===== src/rtl/core/fxa_pkg.sv =====
// Package for the Q24.8 fixed-point ALU core: word sizes, operation codes,
// and the input and result beat structs. It depends on nothing.
package fxa_pkg;

    localparam int WORD_BITS     = 32;
    localparam int FRACTION_BITS = 8;

    // Restoring divider: dividend is |a| << FRACTION_BITS.
    localparam int DIV_BITS   = WORD_BITS + FRACTION_BITS;
    localparam int DIV_STEPS  = 4;
    localparam int DIV_STAGES = (DIV_BITS + DIV_STEPS - 1) / DIV_STEPS;
    localparam int DIV_TOTAL  = DIV_STAGES * DIV_STEPS;

    typedef enum logic [3:0] {
        OP_ADD      = 4'd0,
        OP_SUB      = 4'd1,
        OP_MUL      = 4'd2,
        OP_DIV      = 4'd3,
        OP_MIN      = 4'd4,
        OP_MAX      = 4'd5,
        OP_CMP      = 4'd6,
        OP_INC      = 4'd7,
        OP_DEC      = 4'd8,
        OP_FROM_INT = 4'd9,
        OP_TO_INT   = 4'd10
    } t_op;

    typedef struct packed {
        logic [3:0]                  operation;
        logic signed [WORD_BITS-1:0] operand_a;
        logic signed [WORD_BITS-1:0] operand_b;
    } t_in_beat;

    typedef struct packed {
        logic signed [WORD_BITS-1:0] result_value;
        logic                        less_flag;
        logic                        equal_flag;
        logic                        greater_flag;
        logic                        divide_by_zero;
    } t_out_beat;

endpackage


===== src/rtl/core/fxa_div.sv =====
// Pipelined restoring divider for the fixed-point ALU: unsigned magnitudes,
// DIV_STEPS quotient bits per stage. Depends on fxa_pkg.
module fxa_div (
    input  logic                            i_clk,
    input  logic                            i_en,
    input  logic [fxa_pkg::WORD_BITS-1:0]   i_num,
    input  logic [fxa_pkg::WORD_BITS-1:0]   i_den,
    output logic [fxa_pkg::WORD_BITS-1:0]   o_quo
);

    localparam int W  = fxa_pkg::WORD_BITS;
    localparam int T  = fxa_pkg::DIV_TOTAL;
    localparam int DS = fxa_pkg::DIV_STAGES;

    typedef struct packed {
        logic [W-1:0] rem;
        logic [T-1:0] num;
        logic [W-1:0] den;
    } t_div_st;

    function automatic t_div_st div_steps(t_div_st s);
        t_div_st    r;
        logic [W:0] trial;
        r = s;
        for (int k = 0; k < fxa_pkg::DIV_STEPS; k++) begin
            trial = {r.rem, r.num[T-1]};
            r.num = {r.num[T-2:0], 1'b0};
            if (trial >= {1'b0, r.den}) begin
                r.rem    = W'(trial - {1'b0, r.den});
                r.num[0] = 1'b1;
            end else begin
                r.rem = trial[W-1:0];
            end
        end
        return r;
    endfunction

    t_div_st r_st [DS];
    t_div_st w_first;

    // quotient replaces the dividend bit by bit; leading pad bits are zero
    assign w_first = '{rem: '0,
                       num: T'({i_num, {fxa_pkg::FRACTION_BITS{1'b0}}}),
                       den: i_den};

    always_ff @(posedge i_clk) begin
        if (i_en) begin
            r_st[0] <= div_steps(w_first);
            for (int s = 1; s < DS; s++) begin
                r_st[s] <= div_steps(r_st[s-1]);
            end
        end
    end

    assign o_quo = r_st[DS-1].num[W-1:0];

endmodule


===== config.mk =====
export PLATFORM = sky130hd
export DESIGN_NAME = fxa_div
export DESIGN_NICKNAME = d
export VERILOG_FILES = /design/src/rtl/core/fxa_pkg.sv /design/src/rtl/core/fxa_div.sv
export SDC_FILE = /design/constraint.sdc
export NUM_CORES = 2
export LEC_CHECK = 0
export BUFFER_PORTS_ARGS = -buffer_cell sky130_fd_sc_hd__buf_2
export CORE_UTILIZATION = 30
export CTS_CLUSTER_DIAMETER = 30
export DETAILED_ROUTE_END_ITERATION = 16
export RECOVER_POWER = 100
export SLEW_MARGIN = 20
export SYNTH_ARGS = -nofsm -noshare
export SYNTH_HDL_FRONTEND = slang
export SYNTH_SLANG_ARGS = --single-unit

===== constraint.sdc =====
create_clock -name i_clk -period 39.4 [get_ports i_clk]
set_input_delay 0 -clock i_clk [delete_from_list [all_inputs] [get_ports i_clk]]
set_output_delay 0 -clock i_clk [all_outputs]
set_load 0.1 [all_outputs]

* Word level (Yosys, flattened, before mapping)
Memory sizes are Yosys's and may differ from the RTL's. Index checks and enable logic that the tools add are counted.
Word-level totals: bits in writable memories 1040, flip-flop bits (word level) 0, input bits 66, output and inout port bits 32, logic and storage cells 243, memories kept 1
Memory list:
- r_st | depth 10, width 104, read ports 10, clocked after memory_dff 0, wr ports 10, RTL line fxa_div.sv:38 | t_div_st r_st [DS];
Cells by class: add/subtract/negate cells 40, magnitude comparators 40, multiplexer cells 162
Operators by type and width (count):
- two-way mux 32 bit | 80
- greater-or-equal comparator 33 x 32 -> 1 bit | 39
- subtractor 32 bit | 39
- two-way mux 1 bit | 82
- greater-or-equal comparator 1 x 32 -> 1 bit | 1
- subtractor 1 x 32 -> 32 bit | 1

* Depth between registers and ports, before layout
An unclocked memory read counts as a cell.
word-level depth 13, depth in mapped cells 61, gate-level depth less buffers 56

* Worst setup path after synthesis
No wires, ideal clock.
path kind reg-to-reg, from mem r_st[5][1] (netlist bit), to mem r_st[6][101] (netlist bit), data pin, path buffers 7, library setup time 0.260 ns, period minus slack after synthesis 12.551 ns, stages on the path, launching flop included 58, data required time 39.140 ns, slack 26.849 ns, arrival 12.291 ns, path through edfxtp_1 inv_1 ha_1 nor2b_1 o31a_1 o21ai_1 o211ai_1 o2111ai_1 a31oi_1 or2_2 clkbuf_1 clkbuf_1 buf_1 o21ai_0 inv_1 ha_1 nand2b_1 a21oi_1 [... 22 more ...] buf_2 nand2_1 o21ai_0 ha_1 nor2b_1 o31a_1 o21ai_0 a21oi_1 o41a_1 a41oi_1 a21o_1 o21ai_0 a21o_1 a21oi_1 o21ai_0 a21oi_2 buf_2 mux2_2
RTL lines (RTL line):
- start, declared | fxa_div.sv:38

==> summary.txt <==
Root Buffer - clkbuf_16
Post-Synth Adder-Cell Area - 16.5%
CTS Buffer Depth - 4
DR WL/cell - 19.4 um
Pre-antenna DRT Iters - 6
Max FO, Critical Path - 52
HP Class - in -> reg
violated checks - max-capacitance violations, max-slew violations
most frequent cells in the layout - ha_1, a21oi_1, nand2_1
first-pass GRT wire length - 475000 um
IO buf count - 97
Top reg by flops - r_st
synthesized instance count - 11357
largest family of logic cells by synthesized area - compound AO/OA/AOI/OAI gates
Async SR Flop Fraction - 0%
mux contribution to synthesized area - 7.34%
final setup TNS - 0 ps
commonest non-fill, non-tap cell in the layout - ha_1
DRC Markers - 0
Clk pin slew, worst setup/hold paths - 40 ps
Tcrit/Tclk final - 54.6%
Required @ worst endpoint - 39950 ps
# setup viols final - 0
number of global-route vias before repair - 80880
RSZ-0062 raised after global routing - no
complex-gate fraction of the synthesized area - 23.7%
total routed wirelength - 313000 um
die height - 575 um
post-synthesis xor/xnor area fraction - 8.77%
WHS - 165 ps
max FFs per register - 832
initial antenna violation count - 15
CORE AREA - 0.325 sq mm
Max Clock Skew - 66.2 ps
Setup crit end kind - flop
dpl hpwl - 251000 um
CP Launch Type - flop
r2r setup slk - 17880 ps
CTS tree - yes
total grt overflow - 0
Ys Warns - 0
DRT iter0 DRCs - 7645
final critical-path required period - 21520 ps
Mapped Nets - 12700
CTS sink count - 832
gpl congestion - 0.956
Post-CTS Hold Buffers - 124
row cnt - 209
Seq/Total Area, Yosys - 25.4%
Final #Nets - 12964
cts repair resizes - 0
Max Fclk - 46.5 MHz
Cell variety after synth - 100
CP Class - reg -> reg
via count - 87104
GRT Overall Usage - 18.1%
Post-Synth Simple-Gate Area - 14.7%
fraction of layout cells with a size suffix above 1 - 8.79%
critical path arrival - 22070 ps
Syn-to-layout area delta - 13.7%
cell area after synthesis - 0.0984 sq mm
antenna viol nets, final - 0
post-CTS setup buffer count - 0
Vias/cell - 5.41
H-tree depth - 4
Chip Width - 575 um
Worst-Margin Slew - 5830 ps
slowest CP cell - clkbuf_1
max incr delay on CP - 1580 ps
Regs by FF count - r_st: 832 flops
Final Hold Fails - 0
die area - 0.330 sq mm
Initial Utilization - 30.3%
synthesized area per cell - 8.67 sq um
EDFF count, synth - 832
CTS buffer count - 207
Slew Limit Fails - 1714
worst-skew pair later-pin latency - 870 ps
Post-synth top flop - edfxtp_1
status - finished, violations left
I/O pins - 98
Slew headroom - -289%
# Max-Cap Violations - 37
Seq cells post-synth - 832
largest net degree at the start of global routing - 101
## routing by layer
metal	vias to the layer above	global-route usage, %	part of all wire, %
met4	2	5.36	3.1
met3	463	2.21	5.6
li1	43148	-	-
met1	41054	24.7	46
met5	-	0	0.0042
met2	2437	29.7	45
## metrics by stage
stage | setup WS (ps) | util [%] | instance area [sq um] | std cells
6_report | 17880 | 34.4 | 112000 | 16114
5_1_grt | 16410 | 34.4 | 112000 | 16112
4_1_cts | 23330 | 34.5 | 112000 | 16112
3_5_place_dp | 23430 | 32.0 | 104000 | 15613
3_3_place_gp | 23400 | 32.0 | 104000 | 15612
2_1_floorplan | 26850 | - | 98400 | 11357
## critical path: cells and delay by family, from the launching register on
family          cells  cell delay (ps)
mux                 3             1630
flops               1              420
buf+inv             6             5930
compound gates     27             8140
fa+ha+maj           4             1440
simple gates       13             3580
## kinds of logic (layout without fill, tap and decap cells)
logic type	count (synthesis)	in the layout
AND/OR/NAND/NOR	3032	3032
multiplexers	649	649
XOR/XNOR	986	986
adder cells (fa/ha/maj)	1277	1277
buffers and inverters	928	1358
AO/OA/AOI/OAI	3653	3653
flip-flops	832	832
other	0	2
## cell usage after synthesis, types with 54 or more instances
cell	count	area [sq um]
clkbuf_1	152	571
and2_1	64	400
xor2_1	327	2860
nand2b_1	175	1090
nor4_1	66	413
mux2i_1	68	681
o21bai_1	158	1190
or2_2	54	338
a21boi_0	69	518
nand2_1	901	3380
nand3_1	254	1270
a21o_1	549	4120
a31oi_1	101	632
or3_1	60	375
mux2_2	575	6470
nor3_1	209	1050
edfxtp_1	832	25000
and3_1	100	626
nor2b_1	153	957
a21oi_1	1110	5560
buf_2	56	280
o21a_1	170	1280
nor2_1	738	2770
inv_1	689	2590
o21ai_0	771	3860
ha_1	1244	15600
o211ai_1	78	586
xnor2_1	659	5770
nand4_1	152	951
o31ai_1	89	668
a211oi_1	102	766
## worst paths after layout
| path | cells after the start | from | endpoint |
|---|---|---|---|
| worst min register to register | 0 | r_st[0][62] | r_st[1][66] |
| worst max-delay path | 53 | r_st[4][8] | r_st[5][77] |
| worst max register to register | 53 | r_st[4][8] | r_st[5][77] |
| worst min-delay path | 4 | i_num[29] | r_st[0][73] |
## cell type report
cell class	count	area, sq um
repair buffers	283	1940
well taps	4325	5410
clock inverters	153	1830
diodes	2	5.00
flip-flops and latches	832	25000
inverters	700	2630
fillers	33746	213000
multi-input cells	9597	69900
clock buffers	222	5260
Power is left out: the tool's default activity adds up to more than one toggle a clock period on the data nets, which glitch-free logic cannot reach.
